[config.mk]
export PLATFORM = sky130hd
export DESIGN_NAME = chunk_free_list_allocator
export DESIGN_NICKNAME = d
export VERILOG_FILES = /design/src/design/cfla_pkg.sv /design/src/design/chunk_free_list_allocator.sv /design/src/design/cfla_link_mem.sv /design/src/design/cfla_divider.sv
export SDC_FILE = /design/constraint.sdc
export NUM_CORES = 2
export LEC_CHECK = 0
export BUFFER_PORTS_ARGS = -buffer_cell sky130_fd_sc_hd__buf_2
export CAP_MARGIN = 15
export CORE_ASPECT_RATIO = 0.8
export CORE_MARGIN = 3
export CORE_UTILIZATION = 45
export DETAILED_ROUTE_END_ITERATION = 7
export SKIP_LAST_GASP = 1
export SYNTH_ARGS = -nofsm -noshare
export SYNTH_HDL_FRONTEND = slang
export SYNTH_SLANG_ARGS = --single-unit
[constraint.sdc]
create_clock -name clk_i -period 31 [get_ports clk_i]
set_clock_uncertainty 0.05 [all_clocks]
set_input_delay 3.1 -clock clk_i [delete_from_list [all_inputs] [get_ports clk_i]]
set_output_delay 3.1 -clock clk_i [all_outputs]
set_load 0.05 [all_outputs]
[src/design/cfla_pkg.sv]
`timescale 1ns / 1ps
`default_nettype none
// ----------------------------------------------------------------------------
// cfla_pkg
// Shared types and constants of the chunk free-list allocator.
// ----------------------------------------------------------------------------
package cfla_pkg;

  localparam int unsigned OP_W     = 2;
  localparam int unsigned OFFSET_W = 24;
  localparam int unsigned BYTES_W  = 16;
  localparam int unsigned NUM_W    = 8;

  localparam logic [BYTES_W-1:0] BLOCK_BYTES_RST = 16'd8;
  localparam logic [NUM_W-1:0]   BLOCK_COUNT_RST = 8'd255;

  typedef enum logic [OP_W-1:0] {
    OP_REINIT  = 2'd0,
    OP_ALLOC   = 2'd1,
    OP_RELEASE = 2'd2,
    OP_NONE    = 2'd3
  } cfla_op_e;

  typedef enum logic {
    REG_BLOCK_BYTES = 1'b0,
    REG_BLOCK_COUNT = 1'b1
  } cfla_reg_e;

  typedef struct packed {
    logic                start;
    logic [OFFSET_W-1:0] dividend;
    logic [BYTES_W-1:0]  divisor;
  } cfla_div_req_t;

  typedef struct packed {
    logic                done;
    logic [OFFSET_W-1:0] quotient;
  } cfla_div_rsp_t;

endpackage
`default_nettype wire

[src/design/chunk_free_list_allocator.sv]
`timescale 1ns / 1ps
`default_nettype none
// ----------------------------------------------------------------------------
// chunk_free_list_allocator
// Fixed-block chunk allocator with a free list embedded in a link store.
// ----------------------------------------------------------------------------
// One transaction is handled at a time; s_axis_tready is high only while the
// sequencer is idle. An allocate presents its result after one link store
// read and one result stage. A release presents its result once the
// bit-serial divider has turned the byte offset into a block number, 24
// quotient bits at one per cycle. A reinitialize writes one link per cycle
// for each block of the effective block count before its result. A failed
// allocate, a zero block size or an unknown operation goes straight to the
// result stage. A stalled result stream holds the result stage. A finished
// result sits in the output register while the next transaction is accepted.
// The link store is not cleared at reset; the chunk reads as full until the
// first reinitialize. Configuration writes are always taken and must only
// occur while no transaction is outstanding.
// ----------------------------------------------------------------------------
module chunk_free_list_allocator #(
  parameter int unsigned MAX_BLOCKS = 255
) (
  input  logic        clk_i,
  input  logic        rst_ni,
  // configuration
  input  logic        cfg_valid_i,
  output logic        cfg_ready_o,
  input  logic        cfg_index_i,
  input  logic [15:0] cfg_data_i,
  // request stream
  input  logic        s_axis_tvalid,
  output logic        s_axis_tready,
  input  logic [23:0] s_axis_tdata,   // [23:0] release_offset
  input  logic [1:0]  s_axis_tuser,   // [1:0] operation
  // result stream
  output logic        m_axis_tvalid,
  input  logic        m_axis_tready,
  output logic [39:0] m_axis_tdata,   // [23:0] block_offset, [31:24] block_number,
                                      // [39:32] free_left
  output logic        m_axis_tuser    // [0] ok
);
  import cfla_pkg::*;

  localparam int unsigned AW = $clog2(MAX_BLOCKS);
  localparam logic [NUM_W-1:0] MaxBlk = NUM_W'(MAX_BLOCKS);

  typedef enum logic [4:0] {
    ST_IDLE   = 5'b00001,
    ST_REINIT = 5'b00010,
    ST_ALLOC  = 5'b00100,
    ST_DIV    = 5'b01000,
    ST_DONE   = 5'b10000
  } cfla_state_e;

  cfla_state_e         state_q, state_d;
  logic [BYTES_W-1:0]  block_bytes_q, block_bytes_d;
  logic [NUM_W-1:0]    block_count_q, block_count_d;
  logic [NUM_W-1:0]    head_q, head_d;
  logic [NUM_W-1:0]    count_q, count_d;
  logic [NUM_W-1:0]    cnt_q, cnt_d;
  logic [OFFSET_W-1:0] prod_q, prod_d;
  logic                res_ok_q, res_ok_d;
  logic [OFFSET_W-1:0] res_off_q, res_off_d;
  logic [NUM_W-1:0]    res_num_q, res_num_d;
  logic                out_valid_q, out_valid_d;
  logic                out_ok_q, out_ok_d;
  logic [OFFSET_W-1:0] out_off_q, out_off_d;
  logic [NUM_W-1:0]    out_num_q, out_num_d;
  logic [NUM_W-1:0]    out_free_q, out_free_d;

  logic [NUM_W-1:0]    total;
  logic                in_fire;
  logic                out_free;
  cfla_op_e            op;
  cfla_div_req_t       div_req;
  cfla_div_rsp_t       div_rsp;
  logic                mem_we;
  logic [AW-1:0]       mem_waddr;
  logic [NUM_W-1:0]    mem_wdata;
  logic                mem_re;
  logic [NUM_W-1:0]    mem_rdata;

  assign total    = (block_count_q > MaxBlk) ? MaxBlk : block_count_q;
  assign in_fire  = s_axis_tvalid && s_axis_tready;
  assign out_free = !out_valid_q || m_axis_tready;
  assign op       = cfla_op_e'(s_axis_tuser);

  assign div_req.start    = in_fire && (op == OP_RELEASE) && (block_bytes_q != '0);
  assign div_req.dividend = s_axis_tdata;
  assign div_req.divisor  = block_bytes_q;

  cfla_divider u_divider (
    .clk_i  (clk_i),
    .rst_ni (rst_ni),
    .req_i  (div_req),
    .rsp_o  (div_rsp)
  );

  cfla_link_mem #(
    .DEPTH (MAX_BLOCKS),
    .AW    (AW)
  ) u_link_mem (
    .clk_i   (clk_i),
    .we_i    (mem_we),
    .waddr_i (mem_waddr),
    .wdata_i (mem_wdata),
    .re_i    (mem_re),
    .raddr_i (head_q[AW-1:0]),
    .rdata_o (mem_rdata)
  );

  always_comb begin
    block_bytes_d = block_bytes_q;
    block_count_d = block_count_q;
    if (cfg_valid_i) begin
      case (cfla_reg_e'(cfg_index_i))
        REG_BLOCK_BYTES: block_bytes_d = cfg_data_i;
        REG_BLOCK_COUNT: block_count_d = cfg_data_i[NUM_W-1:0];
        default:         block_bytes_d = block_bytes_q;
      endcase
    end
  end

  always_comb begin
    state_d   = state_q;
    head_d    = head_q;
    count_d   = count_q;
    cnt_d     = cnt_q;
    prod_d    = prod_q;
    res_ok_d  = res_ok_q;
    res_off_d = res_off_q;
    res_num_d = res_num_q;
    mem_we    = 1'b0;
    mem_waddr = cnt_q[AW-1:0];
    mem_wdata = cnt_q + 1'b1;
    mem_re    = 1'b0;

    out_valid_d = out_valid_q && !m_axis_tready;
    out_ok_d    = out_ok_q;
    out_off_d   = out_off_q;
    out_num_d   = out_num_q;
    out_free_d  = out_free_q;

    case (state_q)
      ST_IDLE: begin
        if (in_fire) begin
          res_ok_d  = 1'b0;
          res_off_d = '0;
          res_num_d = '0;
          state_d   = ST_DONE;
          case (op)
            OP_REINIT: begin
              cnt_d   = '0;
              state_d = ST_REINIT;
            end
            OP_ALLOC: begin
              if (count_q != '0 && head_q < total) begin
                mem_re  = 1'b1;
                prod_d  = {16'b0, head_q} * {8'b0, block_bytes_q};
                state_d = ST_ALLOC;
              end
            end
            OP_RELEASE: begin
              if (block_bytes_q != '0) begin
                state_d = ST_DIV;
              end
            end
            default: state_d = ST_DONE;
          endcase
        end
      end
      ST_REINIT: begin
        if (cnt_q == total) begin
          head_d   = '0;
          count_d  = total;
          res_ok_d = 1'b1;
          state_d  = ST_DONE;
        end else begin
          mem_we = 1'b1;
          cnt_d  = cnt_q + 1'b1;
        end
      end
      ST_ALLOC: begin
        head_d    = mem_rdata;
        count_d   = count_q - 1'b1;
        res_ok_d  = 1'b1;
        res_off_d = prod_q;
        res_num_d = head_q;
        state_d   = ST_DONE;
      end
      ST_DIV: begin
        if (div_rsp.done) begin
          if (div_rsp.quotient < {16'b0, total}) begin
            mem_we    = 1'b1;
            mem_waddr = div_rsp.quotient[AW-1:0];
            mem_wdata = head_q;
            head_d    = div_rsp.quotient[NUM_W-1:0];
            if (count_q != '1) begin
              count_d = count_q + 1'b1;
            end
            res_ok_d  = 1'b1;
            res_num_d = div_rsp.quotient[NUM_W-1:0];
          end
          state_d = ST_DONE;
        end
      end
      ST_DONE: begin
        if (out_free) begin
          out_valid_d = 1'b1;
          out_ok_d    = res_ok_q;
          out_off_d   = res_off_q;
          out_num_d   = res_num_q;
          out_free_d  = count_q;
          state_d     = ST_IDLE;
        end
      end
      default: state_d = ST_IDLE;
    endcase
  end

  always_ff @(posedge clk_i or negedge rst_ni) begin
    if (!rst_ni) begin
      state_q       <= ST_IDLE;
      block_bytes_q <= BLOCK_BYTES_RST;
      block_count_q <= BLOCK_COUNT_RST;
      head_q        <= '0;
      count_q       <= '0;
      cnt_q         <= '0;
      prod_q        <= '0;
      res_ok_q      <= 1'b0;
      res_off_q     <= '0;
      res_num_q     <= '0;
      out_valid_q   <= 1'b0;
      out_ok_q      <= 1'b0;
      out_off_q     <= '0;
      out_num_q     <= '0;
      out_free_q    <= '0;
    end else begin
      state_q       <= state_d;
      block_bytes_q <= block_bytes_d;
      block_count_q <= block_count_d;
      head_q        <= head_d;
      count_q       <= count_d;
      cnt_q         <= cnt_d;
      prod_q        <= prod_d;
      res_ok_q      <= res_ok_d;
      res_off_q     <= res_off_d;
      res_num_q     <= res_num_d;
      out_valid_q   <= out_valid_d;
      out_ok_q      <= out_ok_d;
      out_off_q     <= out_off_d;
      out_num_q     <= out_num_d;
      out_free_q    <= out_free_d;
    end
  end

  assign cfg_ready_o   = 1'b1;
  assign s_axis_tready = (state_q == ST_IDLE);
  assign m_axis_tvalid = out_valid_q;
  assign m_axis_tdata  = {out_free_q, out_num_q, out_off_q};
  assign m_axis_tuser  = out_ok_q;

endmodule
`default_nettype wire

[src/design/cfla_link_mem.sv]
`timescale 1ns / 1ps
`default_nettype none
// ----------------------------------------------------------------------------
// cfla_link_mem
// Link store: one write port, one registered read port.
// ----------------------------------------------------------------------------
module cfla_link_mem #(
  parameter int unsigned DEPTH = 255,
  parameter int unsigned AW    = 8
) (
  input  logic                     clk_i,
  input  logic                     we_i,
  input  logic [AW-1:0]            waddr_i,
  input  logic [cfla_pkg::NUM_W-1:0] wdata_i,
  input  logic                     re_i,
  input  logic [AW-1:0]            raddr_i,
  output logic [cfla_pkg::NUM_W-1:0] rdata_o
);
  import cfla_pkg::*;

  logic [NUM_W-1:0] mem_q [DEPTH];
  logic [NUM_W-1:0] rdata_q;

  always_ff @(posedge clk_i) begin
    if (we_i) begin
      mem_q[waddr_i] <= wdata_i;
    end
  end

  always_ff @(posedge clk_i) begin
    if (re_i) begin
      rdata_q <= mem_q[raddr_i];
    end
  end

  assign rdata_o = rdata_q;

endmodule
`default_nettype wire

[src/design/cfla_divider.sv]
`timescale 1ns / 1ps
`default_nettype none
// ----------------------------------------------------------------------------
// cfla_divider
// Restoring divider, one quotient bit per cycle through a shared subtractor.
// ----------------------------------------------------------------------------
module cfla_divider (
  input  logic                    clk_i,
  input  logic                    rst_ni,
  input  cfla_pkg::cfla_div_req_t req_i,
  output cfla_pkg::cfla_div_rsp_t rsp_o
);
  import cfla_pkg::*;

  localparam int unsigned STEP_W = $clog2(OFFSET_W);
  localparam logic [STEP_W-1:0] LastStep = STEP_W'(OFFSET_W - 1);

  logic                busy_q, busy_d;
  logic                done_q, done_d;
  logic [STEP_W-1:0]   step_q, step_d;
  logic [BYTES_W-1:0]  rem_q, rem_d;
  logic [OFFSET_W-1:0] quo_q, quo_d;
  logic [BYTES_W-1:0]  div_q, div_d;
  logic [BYTES_W:0]    trial;
  logic [BYTES_W:0]    diff;
  logic                ge;

  assign trial = {rem_q, quo_q[OFFSET_W-1]};
  assign diff  = trial - {1'b0, div_q};
  assign ge    = trial >= {1'b0, div_q};

  always_comb begin
    busy_d = busy_q;
    done_d = 1'b0;
    step_d = step_q;
    rem_d  = rem_q;
    quo_d  = quo_q;
    div_d  = div_q;
    if (req_i.start) begin
      busy_d = 1'b1;
      step_d = '0;
      rem_d  = '0;
      quo_d  = req_i.dividend;
      div_d  = req_i.divisor;
    end else if (busy_q) begin
      rem_d  = ge ? diff[BYTES_W-1:0] : trial[BYTES_W-1:0];
      quo_d  = {quo_q[OFFSET_W-2:0], ge};
      step_d = step_q + 1'b1;
      if (step_q == LastStep) begin
        busy_d = 1'b0;
        done_d = 1'b1;
      end
    end
  end

  always_ff @(posedge clk_i or negedge rst_ni) begin
    if (!rst_ni) begin
      busy_q <= 1'b0;
      done_q <= 1'b0;
      step_q <= '0;
      rem_q  <= '0;
      quo_q  <= '0;
      div_q  <= '0;
    end else begin
      busy_q <= busy_d;
      done_q <= done_d;
      step_q <= step_d;
      rem_q  <= rem_d;
      quo_q  <= quo_d;
      div_q  <= div_d;
    end
  end

  assign rsp_o.done     = done_q;
  assign rsp_o.quotient = quo_q;

endmodule
`default_nettype wire

After elaboration in Yosys (flattened, before gate mapping)
Memories as Yosys holds them, arrays and structs flattened. A register that Yosys moved wholly into a read port is not among the register bits. Index checks and enable logic that the tools add are counted.

$add $sub $neg: 5. Multipliers: 1. $lt $le $gt $ge: 4. Equality and inequality tests: 18. Mux-type cells: 62. Bitwise logic cells: 1. Reduce and logical (&&, ||, !) cells: 28.

Operators with widths (count): two-way mux 8 bit (18); two-way mux 24 bit (3); case mux 8 bit (3 select lines) (3); two-way mux 16 bit (3); case mux 24 bit (2 select lines) (1); two-way mux 5 bit (8); case mux 5 bit (5 select lines) (1); < comparator 24 x 8 -> 1 bit (1); multiplier 8 x 16 -> 24 bit (1); two-way mux 1 bit (21); AND reduction 4 bit (5); greater-or-equal comparator 17 x 16 -> 1 bit (1); adder 8 x 1 -> 8 bit (second input constant) (2); case mux 8 bit (2 select lines) (1); nonzero test 16 bit (1); subtractor 16 bit (1); case mux 5 bit (3 select lines) (1); == test 5 bit (second input constant) (2); != test 2 bit (second input constant) (5); AND reduction 5 bit (2); == test 8 bit (1); > comparator 8 bit (second input constant) (1); < comparator 8 bit (1); != test 8 bit (second input constant) (1); 21 further kinds (34).

Flip-flop bits (word level): 215. RAM bits: 2040. Output and inout bits: 44. Logic and storage cells: 141. Memories: 1.

Memory list: u_link_mem.mem_q (depth 255, bits a word 8, rd ports 1, clocked after memory_dff 1, wr ports 1, line cfla_link_mem.sv:21) `logic [NUM_W-1:0] mem_q [DEPTH];`.

Longest topological paths before layout
Depth after elaboration: 8. Depth in mapped cells: 24. Mapped depth without buffers: 18.

By module
Synthesis repeated with hierarchy kept, for this count alone.

Cell total of the unflattened synthesis: 5486. Area, all modules: 95984.6 um2.

Modules (own cells, without submodules): cfla_link_mem (times used 1, cells an instance 3910, area an instance 80566.0 um2); chunk_free_list_allocator (times used 1, cells an instance 1156, area an instance 11594.9 um2); cfla_divider (times used 1, cells an instance 420, area an instance 3823.7 um2).

Worst setup path after synthesis
OpenSTA, ideal clock, no wires.

Kind: register to register. Start point: reg block_count_q[7]. End point: mem u_link_mem.mem_q[0][1], data pin. Setup time: 2.181 ns. Arrival: 11.667 ns. Setup slack: 17.102 ns. Cell stages (with the launch flop): 9. Buffers on the path: 2. Clock period less this slack: 13.898 ns. Cell sequence: dfstp_2 > inv_1 > ha_1 > and4_1 > nand2_1 > o2111a_1 > buf_4 > buf_4 > o21ai_0.

Cells in the longest elaborated chain, start to end: 6.

Ends and longest elaborated chain: start: declaration (line chunk_free_list_allocator.sv:57) `logic [NUM_W-1:0] block_count_q, block_count_d;`; start signal: assignment (line chunk_free_list_allocator.sv:241) `block_count_q <= block_count_d;`; > comparator 8 bit (line chunk_free_list_allocator.sv:83) `assign total = (block_count_q > MaxBlk) ? MaxBlk : block_count_q;`; two-way mux 8 bit * (line chunk_free_list_allocator.sv:83); < comparator 24 x 8 -> 1 bit * (line chunk_free_list_allocator.sv:193) `if (div_rsp.quotient < {16'b0, total}) begin`; two-way mux 8 bit * (line chunk_free_list_allocator.sv:193); two-way mux 8 bit * (line chunk_free_list_allocator.sv:192) `if (div_rsp.done) begin`; two-way mux 8 bit * (line chunk_free_list_allocator.sv:144) `case (state_q)`; net mem_wdata[1] (line chunk_free_list_allocator.sv:79) `logic [NUM_W-1:0] mem_wdata;`; end: declaration (line cfla_link_mem.sv:21).

Mark *: on every way through the listed nets, which the timed path passes. The rest lies on a longest branch.

Worst setup path after layout
Start point: reg head_q[0]. End point: reg u_link_mem.rdata_q[5] (netlist: u_link_mem.rdata_o[5]), read port of u_link_mem.mem_q, data pin.

Cells in the longest elaborated chain, start to end: 6.

Ends and longest elaborated chain: start: declaration (line chunk_free_list_allocator.sv:58) `logic [NUM_W-1:0] head_q, head_d;`; start signal: assignment (line chunk_free_list_allocator.sv:226) `head_q <= '0;`; start signal: assignment (line chunk_free_list_allocator.sv:242) `head_q <= head_d;`; < comparator 8 bit (line chunk_free_list_allocator.sv:157) `if (count_q != '0 && head_q < total) begin`; logical AND 1 bit (line chunk_free_list_allocator.sv:157); two-way mux 1 bit (line chunk_free_list_allocator.sv:157); two-way mux 1 bit (line chunk_free_list_allocator.sv:151) `case (op)`; two-way mux 1 bit (line chunk_free_list_allocator.sv:146) `if (in_fire) begin`; two-way mux 1 bit (line chunk_free_list_allocator.sv:144); end: declaration (line cfla_link_mem.sv:22) `logic [NUM_W-1:0] rdata_q;`.

Several ways; a longest one is shown, not always the timed one. A chain may end at the register's enable or synchronous reset.

==> metrics.md <==
| Metric | Value |
|---|---|
| CTS Buf Count | `207` |
| Worst Tran Pin Value | `1.57 ns` |
| Clock period minus worst slack | `6.59 ns` |
| CTS tree | `built` |
| Pre-antenna DRT Iters | `6` |
| Status | `complete, but fails checks` |
| Hold Path Origin | `prod_q[7]` |
| Area of the multi-input gates | `25600 µm²` |
| Post-route DRC violation count | `0` |
| Worst hold path class | `reg2reg` |
| Slew headroom | `-4.60%` |
| Vias in the first global route | `47700` |
| Critical path data required time | `31.48 ns` |
| First-pass GRT wire length | `346 mm` |
| Hold path depth | `2` |
| Critical path peak fanout | `49` |
| Most common cell after layout, fill and taps aside | `edfxtp_1` |
| DP HPWL | `142 mm` |
| RSZ-0062 raised after global routing | `no` |
| Yosys reg bits | `2263` |
| Asr flop ratio synth | `9.50%` |
| R2R Path Start | `head_q[0]` |
| Failing checks | `max-slew violations` |
| Syn_area_per_cell | `18.8 µm²` |
| Initial core utilization | `45.5%` |
| H-tree depth | `4` |
| Final slew viol count | `1` |
| Core area | `207000 µm²` |
| Drt total wl | `236 mm` |
| WS Path Type | `reg2reg` |
| Lkg Pwr | `34.8 nW` |
| Worst-skew pair later-pin latency | `0.83 ns` |
| R2R depth | `10` |
| XOR/XNOR share of the synthesized area | `0.474%` |
| Post-synthesis cell area | `94300 µm²` |
| Area grow syn2layout | `11.3%` |
| DP Cell Count | `7699` |
| Remaining global-route overflow | `0` |
| Nets@finish | `5338` |
| Combinational family with the most area after synthesis | `multiplexers` |
| Gr usage total | `21.9%` |
| Via Count | `48200` |
| Hold_buf cts | `0` |
| Max cap viols | `0` |
| Fraction of layout cells with a size suffix above 1 | `23.1%` |
| Die width | `518 µm` |
| Most frequent cells in the layout | `2048 x edfxtp_1, 587 x mux4_2, 340 x nor2_1, 211 x clkbuf_16, 200 x dfrtp_1` |
| Vias per cell | `5.96` |
| CP startpoint kind | `flip-flop` |
| Die Span Y | `415 µm` |
| Worst vdd ir | `0.144 mV` |
| Cell variety after synth | `70` |
| Post-Syn Nets | `5225` |
| Buffers on Ports | `90` |
| Area share of fa/ha/maj cells after synthesis | `2.91%` |
| Yosys top cell area share | `65.2%` |
| Layout Cells excl Fill | `8084` |
| I/O Pins | `92` |
| ANT nets after route | `0` |
| WHS Endpoint | `prod_q[7]` |
| EDFF count, synth | `2048` |
| Reg area | `66900 µm²` |
| Clock slew at reported path FFs | `0.07 ns` |
| Initial antenna violation count | `5` |
| Max Clock Freq | `152 MHz` |
| Setup TNS | `0 ns` |
| R2R setup slack | `24.41 ns` |
| Fillers | `16700` |
| DR iter-0 viols | `5335` |
| Root Buffer | `clkbuf_16` |
| Sequential element share of the synthesized area | `70.9%` |
| Synth Instances | `5009` |
| Longest Clk Path Bufs | `3` |
| Die area | `215000 µm²` |
| Simple-gate portion of the synthesized area | `4.03%` |
| Tcrit/Tclk final | `21.3%` |
| Routed length per instance | `29.2 µm` |
| Top_reg_cell synth | `edfxtp_1` |
| Synth area leader | `edfxtp_1` |
| Synth Area in Compound Gates | `3.78%` |
| Pwr dens | `106 nW/µm²` |
| Post-synthesis mux area share | `15.8%` |
| Setup bufs post-CTS | `0` |
| Critical R2R Capture | `u_link_mem.rdata_o[5]` |
| Arrival time worst endpoint | `7.07 ns` |
| Gpl congestion | `0.855` |
| Final setup violation count | `0` |
| Critical Path End Type | `flip-flop` |
| Largest net degree at the start of global routing | `256` |
| Fin. Hold Viols | `0` |
| Row count | `149` |
| Yosys warning count | `0` |
| Post_cts resized | `0` |
| Clk sinks | `2263` |
| Synth top area cells | `edfxtp_1 65%, mux4_2 14%, dfrtp_1 5.4%` |
## critical path, stage by stage, from the launching register on
cell      delay (ns)
dfrtp_4         0.98
buf_4           0.75
buf_4           0.90
buf_4           0.63
mux4_2          0.57
nor2b_1         0.14
a211oi_1        0.23
a21oi_1         0.16
a22o_1          0.27
a221oi_1        1.18
o221ai_1        0.24
## area by class of cell
class | instances | share of cell area (%)
Sequential cell | 2263 | 63.8
Multi-Input combinational cell | 2306 | 24.4
Clock buffer | 258 | 5.27
Tap cell | 2793 | 3.33
Timing Repair Buffer | 214 | 1.52
Clock inverter | 118 | 1.23
Inverter | 130 | 0.465
Antenna cell | 2 | 0.00477
## where the power goes
group	internal (mW)	switching, mW	total [mW]	leakage, nW
Sequential	3.86	0.167	4.03	21.4
Clock	1.47	1.13	2.60	3.34
Combinational	1.78	2.73	4.51	10.1
## routing by layer
metal  vias to the layer above  track usage, %  wire (µm)
met5                         -               0         15
met2                      1937            31.7     105000
met1                     25700            34.0     107000
met3                       332            4.66      19000
li1                      20200               -          -
met4                         2            4.94       5320
## flip-flops by register name, indices dropped and copies added (netlist names), 16 cells and up
name / cells
block_bytes_q: 16
prod_q: 24
u_divider.rem_q: 16
res_off_q: 24
u_divider.quo_q: 24
u_divider.div_q: 16
u_link_mem.mem_q: 2040
out_off_q: 24
## how the worst max path moves through the flow
stage / start / endpoint / slack, ns / cells past startpoint
final: head_q[0] / u_link_mem.rdata_o[5] / 24.41 / 10
after floorplan: block_count_q[7] / u_link_mem.mem_q[0][1] / 17.10 / 8
after CTS: head_q[0] / u_link_mem.rdata_o[5] / 24.27 / 10
after global routing: head_q[0] / u_link_mem.rdata_o[5] / 24.08 / 10
after global placement: head_q[0] / u_link_mem.rdata_o[6] / 24.09 / 8
after detailed placement: head_q[0] / u_link_mem.rdata_o[5] / 24.29 / 10
## synthesized netlist by cell type (12+ instances only)
master / instances
edfxtp_1: 2048
mux4_2: 587
nor2_1: 343
dfrtp_1: 205
nand2_1: 166
clkbuf_1: 159
inv_1: 130
and2_1: 116
o21ai_0: 113
a21oi_1: 112
buf_2: 92
mux2i_1: 91
fa_1: 86
ha_1: 82
mux2_2: 67
nor2b_1: 67
a211oi_1: 55
a22oi_1: 49
a22o_1: 44
a21o_1: 31
nor3_1: 28
xnor2_1: 27
xor2_1: 24
buf_1: 22
a31oi_1: 21
buf_4: 21
nand2b_1: 19
nor4_1: 18
a221oi_1: 17
buf_6: 16
and3_1: 15
nand3_1: 14
nand4_1: 12
o21a_1: 12
## cell families after synthesis
group,after synthesis
buffers and inverters,440
AOI/OAI and AO/OA,526
other,1
adders and majority gates,168
muxes,745
and+or+nand+nor,815
DFF,2263
xor gates and xnor gates,51
## metrics by stage
step	power (mW)	utilization, %	hold WS, ns	area, µm²	setup WS (ns)
2_1_floorplan	7.40	-	0.389	94300	17.10
3_3_place_gp	8.54	47.1	0.414	97700	24.09
3_5_place_dp	8.61	47.3	0.411	98000	24.29
4_1_cts	11.2	50.6	0.427	105000	24.27
5_1_grt	11.7	50.6	0.460	105000	24.08
6_report	11.1	50.6	0.424	105000	24.41
Note: power is estimated with default switching activity, not from simulation.
